File: src/design/evmp_pkg.sv
`timescale 1ns / 1ps
// ----------------------------------------------------------------------------
// evmp_pkg
// Shared types and constants of the Euler angle view matrix packet block.
// ----------------------------------------------------------------------------
package evmp_pkg;

    localparam int unsigned PacketWords = 52;
    localparam int unsigned MaxSteps    = 24;
    localparam logic signed [31:0] FixOne = 32'sd65536;
    localparam logic signed [33:0] CordicGain = 34'sd652032874;

    // Pose after the front part: the nine matrix entries and the position.
    typedef struct packed {
        logic signed [33:0] m0;
        logic signed [33:0] m1;
        logic signed [33:0] m2;
        logic signed [33:0] m4;
        logic signed [33:0] m5;
        logic signed [33:0] m6;
        logic signed [33:0] m8;
        logic signed [33:0] m9;
        logic signed [33:0] m10;
        logic signed [31:0] px;
        logic signed [31:0] py;
        logic signed [31:0] pz;
    } t_pose;

    typedef enum logic [1:0] {
        ST_IDLE,
        ST_CORDIC,
        ST_MATRIX
    } t_front_state;

    function automatic logic signed [33:0] atan_turn(input logic [4:0] i);
        logic signed [33:0] v;
        case (i)
            5'd0:  v = 34'sd536870912;
            5'd1:  v = 34'sd316933406;
            5'd2:  v = 34'sd167458907;
            5'd3:  v = 34'sd85004756;
            5'd4:  v = 34'sd42667331;
            5'd5:  v = 34'sd21354465;
            5'd6:  v = 34'sd10679838;
            5'd7:  v = 34'sd5340245;
            5'd8:  v = 34'sd2670163;
            5'd9:  v = 34'sd1335087;
            5'd10: v = 34'sd667544;
            5'd11: v = 34'sd333772;
            5'd12: v = 34'sd166886;
            5'd13: v = 34'sd83443;
            5'd14: v = 34'sd41722;
            5'd15: v = 34'sd20861;
            5'd16: v = 34'sd10430;
            5'd17: v = 34'sd5215;
            5'd18: v = 34'sd2608;
            5'd19: v = 34'sd1304;
            5'd20: v = 34'sd652;
            5'd21: v = 34'sd326;
            5'd22: v = 34'sd163;
            5'd23: v = 34'sd81;
            default: v = 34'sd0;
        endcase
        return v;
    endfunction

endpackage

File: src/design/evmp_back.sv
`timescale 1ns / 1ps
// ----------------------------------------------------------------------------
// evmp_back
// Takes a pose and streams the 52 packet words, working out translations.
// ----------------------------------------------------------------------------
module evmp_back (
    input  logic                i_clk,
    input  logic                i_rst_n,
    input  logic                i_valid,
    output logic                o_ready,
    input  evmp_pkg::t_pose     i_pose,
    output logic                o_empty,
    input  logic                i_pop,
    output logic [5:0]          o_word_index,
    output logic signed [31:0]  o_word_value,
    output logic                o_last_word
);

    evmp_pkg::t_pose r_pose;
    logic        r_busy;
    logic [5:0]  r_idx;
    // Translation pass: nine products, one per cycle, before streaming.
    logic [3:0]  r_tstep;
    logic        r_tdone;
    logic signed [49:0] r_acc;
    logic signed [31:0] r_t [3];

    logic signed [33:0] w_e;
    logic signed [31:0] w_p;
    logic signed [65:0] w_prod;
    logic signed [49:0] w_sum;
    logic signed [49:0] w_neg;
    logic signed [31:0] w_sat;
    logic signed [31:0] w_val;

    function automatic logic signed [31:0] q16(input logic signed [33:0] v);
        logic signed [33:0] s;
        s = v >>> 14;
        return s[31:0];
    endfunction

    always_comb begin
        case (r_tstep)
            4'd0: begin w_e = r_pose.m0;  w_p = r_pose.px; end
            4'd1: begin w_e = r_pose.m1;  w_p = r_pose.py; end
            4'd2: begin w_e = r_pose.m2;  w_p = r_pose.pz; end
            4'd3: begin w_e = r_pose.m4;  w_p = r_pose.px; end
            4'd4: begin w_e = r_pose.m5;  w_p = r_pose.py; end
            4'd5: begin w_e = r_pose.m6;  w_p = r_pose.pz; end
            4'd6: begin w_e = r_pose.m8;  w_p = r_pose.px; end
            4'd7: begin w_e = r_pose.m9;  w_p = r_pose.py; end
            4'd8: begin w_e = r_pose.m10; w_p = r_pose.pz; end
            default: begin w_e = '0; w_p = '0; end
        endcase
        w_prod = w_e * w_p;
        w_sum  = r_acc + 50'(w_prod >>> 14);
        w_neg  = -w_sum;
        w_neg  = w_neg >>> 16;
        if (w_neg > 50'sd2147483647)       w_sat = 32'sh7fffffff;
        else if (w_neg < -50'sd2147483648) w_sat = 32'sh80000000;
        else                               w_sat = w_neg[31:0];
    end

    always_comb begin
        case (r_idx)
            6'd0, 6'd16, 6'd40: w_val = q16(r_pose.m0);
            6'd1, 6'd20, 6'd41: w_val = q16(r_pose.m1);
            6'd2, 6'd24, 6'd42: w_val = q16(r_pose.m2);
            6'd4, 6'd17, 6'd32: w_val = q16(r_pose.m4);
            6'd5, 6'd21, 6'd33: w_val = q16(r_pose.m5);
            6'd6, 6'd25, 6'd34: w_val = q16(r_pose.m6);
            6'd8, 6'd18, 6'd36: w_val = q16(r_pose.m8);
            6'd9, 6'd22, 6'd37: w_val = q16(r_pose.m9);
            6'd10, 6'd26, 6'd38: w_val = q16(r_pose.m10);
            6'd12, 6'd48: w_val = r_pose.px;
            6'd13, 6'd49: w_val = r_pose.py;
            6'd14, 6'd50: w_val = r_pose.pz;
            6'd28: w_val = r_t[0];
            6'd29: w_val = r_t[1];
            6'd30: w_val = r_t[2];
            6'd15, 6'd31, 6'd35, 6'd39, 6'd43, 6'd51: w_val = evmp_pkg::FixOne;
            default: w_val = '0;
        endcase
    end

    assign o_ready      = !r_busy;
    assign o_empty      = !(r_busy && r_tdone);
    assign o_word_index = r_idx;
    assign o_word_value = w_val;
    assign o_last_word  = (r_idx == 6'(evmp_pkg::PacketWords - 1));

    always_ff @(posedge i_clk) begin
        if (!i_rst_n) begin
            r_busy  <= 1'b0;
            r_tdone <= 1'b0;
            r_idx   <= '0;
            r_tstep <= '0;
        end else if (!r_busy) begin
            if (i_valid) begin
                r_busy  <= 1'b1;
                r_tdone <= 1'b0;
                r_idx   <= '0;
                r_tstep <= '0;
            end
        end else if (!r_tdone) begin
            r_tstep <= r_tstep + 4'd1;
            if (r_tstep == 4'd8) r_tdone <= 1'b1;
        end else if (i_pop) begin
            if (o_last_word) r_busy <= 1'b0;
            r_idx <= r_idx + 6'd1;
        end
    end

    // Each row's third product closes its translation word.
    always_ff @(posedge i_clk) begin
        if (!r_busy && i_valid) begin
            r_pose <= i_pose;
            r_acc  <= '0;
        end else if (r_busy && !r_tdone) begin
            case (r_tstep)
                4'd2: begin
                    r_t[0] <= w_sat;
                    r_acc  <= '0;
                end
                4'd5: begin
                    r_t[1] <= w_sat;
                    r_acc  <= '0;
                end
                4'd8: begin
                    r_t[2] <= w_sat;
                    r_acc  <= '0;
                end
                default: r_acc <= w_sum;
            endcase
        end
    end

    a_idx_range: assert property (@(posedge i_clk) disable iff (!i_rst_n)
        r_busy |-> r_idx < 6'(evmp_pkg::PacketWords))
        else $error("word index out of range");
    a_done_ends: assert property (@(posedge i_clk) disable iff (!i_rst_n)
        (!o_empty && i_pop && o_last_word) |=> !r_busy)
        else $error("packet did not end after last word");
    a_no_words_early: assert property (@(posedge i_clk) disable iff (!i_rst_n)
        !r_tdone |-> o_empty)
        else $error("word shown before translation pass");

endmodule

File: config.mk
export PLATFORM = sky130hd
export DESIGN_NAME = evmp_back
export DESIGN_NICKNAME = d
export VERILOG_FILES = /design/src/design/evmp_pkg.sv /design/src/design/evmp_back.sv
export SDC_FILE = /design/constraint.sdc
export NUM_CORES = 2
export LEC_CHECK = 0
export BUFFER_PORTS_ARGS = -buffer_cell sky130_fd_sc_hd__buf_2
export CORE_AREA = 2 2 374 376
export CTS_BUF_LIST = sky130_fd_sc_hd__clkbuf_8
export DETAILED_ROUTE_END_ITERATION = 8
export DIE_AREA = 0 0 376 378
export GPL_TIMING_DRIVEN = 0
export HOLD_SLACK_MARGIN = 0.08
export PLACE_DENSITY_LB_ADDON = 0.2
export SYNTH_ARGS = -nofsm -noshare
export SYNTH_HDL_FRONTEND = slang
export SYNTH_SLANG_ARGS = --single-unit
File: constraint.sdc
create_clock -name i_clk -period 32.2 [get_ports i_clk]
set_clock_uncertainty 0.2 [all_clocks]
set_input_delay 4.83 -clock i_clk [delete_from_list [all_inputs] [get_ports i_clk]]
set_output_delay 4.83 -clock i_clk [all_outputs]
set_load 0.05 [all_outputs]
## Yosys cells after proc, flatten, opt, wreduce, memory -nomap -nowiden

Memory sizes are Yosys's and may differ from the RTL's.
Cells that the tools add are included.

- Bits of input ports: 406
- Memories: 1
- Output and inout port bits: 41
- Memory bits (writable): 96
- Bits in registers: 464
- Word-level logic and storage cells: 145

- Order comparisons: 2
- Multiplexer cells: 39
- Equality and inequality tests: 52
- Add/sub/neg operators: 4
- Reductions and logical operators: 29
- $mul: 1

Memories:

| name | words | bits a word | read ports | clocked after memory_dff | write ports | RTL line | text |
|---|---|---|---|---|---|---|---|
| r_t | 3 | 32 | 3 | 0 | 1 | evmp_back.sv:26 | `logic signed [31:0] r_t [3];` |

Operators with widths:

| operator | count |
|---|---|
| $pmux 32 s16 | 1 |
| $pmux 34 s9 | 1 |
| $mux 32 | 4 |
| $eq 6x6->1 const B | 16 |
| $pmux 32 s3 | 1 |
| $eq 6x5->1 const B | 13 |
| $mul 34x32->64 | 1 |
| $reduce_or 32->1 | 2 |
| $add 50x50->50 | 1 |
| $mux 50 | 1 |
| $neg 50->50 | 1 |
| $eq 6x4->1 const B | 7 |
| $reduce_or 3->1 | 12 |
| $gt 34x32->1 const B | 1 |
| $lt 34x32->1 const B | 1 |
| $mux 6 | 4 |
| $mux 1 | 22 |
| $eq 6x3->1 const B | 3 |
| $eq 4x3->1 const B | 4 |
| $mux 4 | 3 |
| $eq 4x2->1 const B | 2 |
| $add 6x1->6 const B | 1 |
| $eq 6x1->1 const B | 1 |
| $eq 6x2->1 const B | 1 |
| other kinds (15) | 23 |

## Depth between registers and ports, before layout

- Depth after elaboration: 11
- Depth in mapped cells: 55

## Worst setup path after synthesis

No wires, ideal clock.

- Path kind: input-to-reg
- From: input i_valid
- To: register r_pose[0] (netlist bit) (enable)
- Cell stages on the path: 3
- Setup slack: 14.977 ns
- Data arrival time: 16.098 ns
- Setup time: 0.924 ns
- Cell sequence: nand2_1 > inv_1 > clkbuf_1

- Cells in the longest elaborated chain, start to end: 1

Ends and longest elaborated chain:

| what | RTL line | text |
|---|---|---|
| start, declared | evmp_back.sv:9 | `input logic i_valid,` |
| $logic_and 1x1->1 | evmp_back.sv:116 | `if (!r_busy && i_valid) begin` |
| end signal, assigned | evmp_back.sv:117 | `r_pose <= i_pose;` |
| end, declared | evmp_back.sv:19 | `evmp_pkg::t_pose r_pose;` |

Every way passes these cells.
A chain may end at the register's enable or synchronous reset.

## Worst setup path in the final report

- From: register r_tstep[0]
- To: memory r_t[2][28], in the netlist r_t[0][92], data pin

- Cells in the longest elaborated chain, start to end: 11

Ends and longest elaborated chain:

| what | RTL line | text |
|---|---|---|
| start, declared | evmp_back.sv:23 | `logic [3:0] r_tstep;` |
| start signal, assigned | evmp_back.sv:106 | `r_tstep <= r_tstep + 4'd1;` |
| $eq 4x4->1 (tied with other cells) | evmp_back.sv:43 | `case (r_tstep)` |
| $reduce_or 3->1 (no source line) | -- |  |
| $pmux 32 s3 | evmp_back.sv:43 |  |
| $mul 34x32->64 (*) | evmp_back.sv:55 | `w_prod = w_e * w_p;` |
| $add 50x50->50 (*) | evmp_back.sv:56 | `w_sum = r_acc + 50'(w_prod >>> 14);` |
| $neg 50->50 (*) | evmp_back.sv:57 | `w_neg = -w_sum;` |
| $lt 34x32->1 | evmp_back.sv:60 | `else if (w_neg < -50'sd2147483648) w_sat = 32'sh80000000;` |
| $mux 32 | evmp_back.sv:60 |  |
| $mux 32 (*) | evmp_back.sv:59 | `if (w_neg > 50'sd2147483647) w_sat = 32'sh7fffffff;` |
| named net w_sat[28] | evmp_back.sv:33 | `logic signed [31:0] w_sat;` |
| $mux 32 (no source line) | -- |  |
| $mux 32 (no source line) (*) | -- |  |
| end, declared | evmp_back.sv:26 |  |

The timed path passes the listed nets; every way through them passes the cells marked *.

==> run_results.csv <==
group,metric,value,unit
global_routing,grt_pass1_wl,363,mm
sta,rsz0062_at_grt,"no",
die,io_pins,447,
cts,cts_resized,0,
sta,fin_tns_setup,0,ps
synthesis,syn_area,0.0618,sq mm
cts,postCtsHoldBufs,0,
sta,worst_slew_pin_slew,1570,ps
placement,dp_hpwl,211,mm
worst_setup_path,critPathLaunchType,"register",
cts,ctsHtreeMaxLevel,3,
synthesis,synth_edf_count,498,
die,rows,137,
routing,vias_per_cell,5.88,
global_routing,antenna_found_initial,42,
routing,drtAntennaViolNets,0,
worst_setup_path,max_stage_delay,1220,ps
cts,cts_setup_buffers,0,
synthesis,avgSynthCellArea,10.2,sq um
worst_setup_path,critPathKind,"register to register",
worst_setup_path,crit_required,32480,ps
synthesis,synthSimpleGateAreaFrac,12.3,%
global_routing,grt_pass1_vias,51400,
sta,finalCritPeriodShare,63.4,%
status,violations,"max-capacitance violations, max-slew violations",
synthesis,synth_mux_area_share,0.474,%
global_routing,grt_usage,36.2,%
synthesis,synth_seq_area_share,26.2,%
routing,dr.first_iter.drc_count,5944,
worst_setup_path,cp_top_family,"adder cells",
worst_setup_path,path_buf_inv,12,
placement,portBuffers,446,
synthesis,yosys.area_share.xor_xnor,1.81,%
worst_setup_path,slowest_stage,"nor3_1",
worst_setup_path,crit_arrival,20690,ps
sta,fin_crit,20410,ps
synthesis,synth-compound-area-share,9.45,%
synthesis,ys_ff_latch,560,
layout,final_cell_mix,"fa_1, inv_1, nand2_1, nor2_1, edfxtp_1",
placement,gp_congestion,1.04,
die,start_util,44.6,%
cts,clkLatencyLatePin,820,ps
cts,cts_tree,"built",
synthesis,yosysWarnings,0,
cts,clk_pin_slew,70,ps
worst_setup_path,cp_max_fo,10,
routing,wl_per_cell,29.8,um
cts,numCtsBuffers,94,
min_path,min_path_type,"register to register",
global_routing,grt_max_degree,68,
layout,final_nets,8391,
die,dieArea,0.142,sq mm
global_routing,gr-total-overflow,0,
layout,drive_gt1_share,9.67,%
synthesis,synth_fp_nets,7832,
worst_setup_path,endpoint_kind,"register",
worst_setup_path,crit_top_cell,"fa_1",
sta,setup_viol,0,
flow_run,maxCapViolations,3,
sta,max_freq,0.0490,GHz
die,fp.dieW,376,um
routing,firstDrtPassIters,9,
layout,final_common_cell,"fa_1",
synthesis,async_flop_share,0,%
routing,drc,0,
die,fp.coreArea,0.139,sq mm
sta,finalMaxSlewViolations,29,
sta,slew_headroom,-4.97,%
cts,ctsRootBufferMaster,"clkbuf_8",
synthesis,yosysUniqueCellTypes,87,
die,die_y,378,um
cts,cts_sinks,560,
layout,area_delta_synth_final,11.0,%
routing,vias,50300,
synthesis,synth_top_family_by_area,"adder cells",
routing,wl,255,mm
synthesis,syn_inst,6066,
cts,clockBufferDepth,3,
synthesis,synth_fa_ha_area_share,41.1,%
sta,hold_violations,0,
status,outcome,"complete, but fails checks",
synthesis,synth_ff_type,"edfxtp_1",
==> final timing paths <==
check | to | cells past startpoint | startpoint | slack (ps)
max reg2reg | r_t[0][92]$_DFFE_PP_ | 48 | r_tstep[0]$_SDFFE_PN0P_ | 11790
min | r_acc[2]$_SDFFE_PP0P_ | 2 | r_acc[2]$_SDFFE_PP0P_ | 260
max | r_t[0][92]$_DFFE_PP_ | 48 | r_tstep[0]$_SDFFE_PN0P_ | 11790
min reg2reg | r_acc[2]$_SDFFE_PP0P_ | 2 | r_acc[2]$_SDFFE_PP0P_ | 260
==> sequential cells by signal (all words and copies together), names as in the netlist <==
register / count
r_acc: 50
r_tdone: 1
r_pose: 402
r_busy: 1
o_word_index: 6
r_t: 96
r_tstep: 4
==> layer usage <==
| metal | vias to the layer above | global-route usage (%) | wire length [um] |
|---|---|---|---|
| met3 | 613 | 10.1 | 29400 |
| met2 | 3141 | 55.4 | 114000 |
| met5 | - | 0 | 13 |
| met4 | 2 | 18.6 | 15300 |
| met1 | 25800 | 47.2 | 96400 |
| li1 | 20800 | - | - |
==> cell families after synthesis <==
family	Yosys count
AO/OA/AOI/OAI	801
XOR/XNOR	128
adder cells (fa/ha/maj)	1360
buffers and inverters	1414
flip-flops	560
multiplexers	29
AND/OR/NAND/NOR	1774
==> worst reg2reg max path, delay by kind of cell (launching register included) <==
kind / cells / cell delay [ps]
fa+ha+maj: 11 / 4910
simple gates: 15 / 4800
buf+inv: 12 / 4790
compound gates: 8 / 4330
xor+xnor: 2 / 690
flops: 1 / 380
==> synth_stat cells (all sizes together), types with 46 or more instances <==
cell / instances / share of area (%)
a21oi: 128 / 1.0
a221oi: 66 / 0.93
a222oi: 60 / 0.97
a22oi: 178 / 2.2
and2: 56 / 0.57
clkbuf: 291 / 1.8
dfxtp: 62 / 2.0
edfxtp: 498 / 24
fa: 1122 / 36
ha: 238 / 4.8
inv: 1085 / 6.6
nand2: 840 / 5.1
nand3: 65 / 0.53
nor2: 590 / 3.6
o21ai: 116 / 0.94
xnor2: 82 / 1.2
xor2: 46 / 0.65
==> layout make-up <==
cell class / count / area (sq um)
repair buffers: 463 / 2490
clock buffers: 94 / 1290
clock inverters: 79 / 601
multi-input cells: 4092 / 40400
fillers: 13100 / 69800
diodes: 41 / 103
well taps: 1807 / 2260
inverters: 1085 / 4070
plain buffers: 329 / 1280
flip-flops and latches: 560 / 16200
==> per-stage QoR <==
stage / utilization (%) / setup WS (ps) / instances / hold slack, ps / cell area [sq um]
after floorplan: - / 14980 / 6066 / 232 / 61800
after global placement: 47.9 / 9670 / 8319 / 245 / 66300
after detailed placement: 48.1 / 12140 / 8335 / 251 / 66600
after CTS: 49.5 / 12010 / 8508 / 260 / 68500
after global routing: 49.6 / 11550 / 8545 / 272 / 68600
final: 49.6 / 11790 / 8550 / 262 / 68700
Power is left out: the tool's default activity adds up to more than one toggle a clock period on the data nets, which glitch-free logic cannot reach.
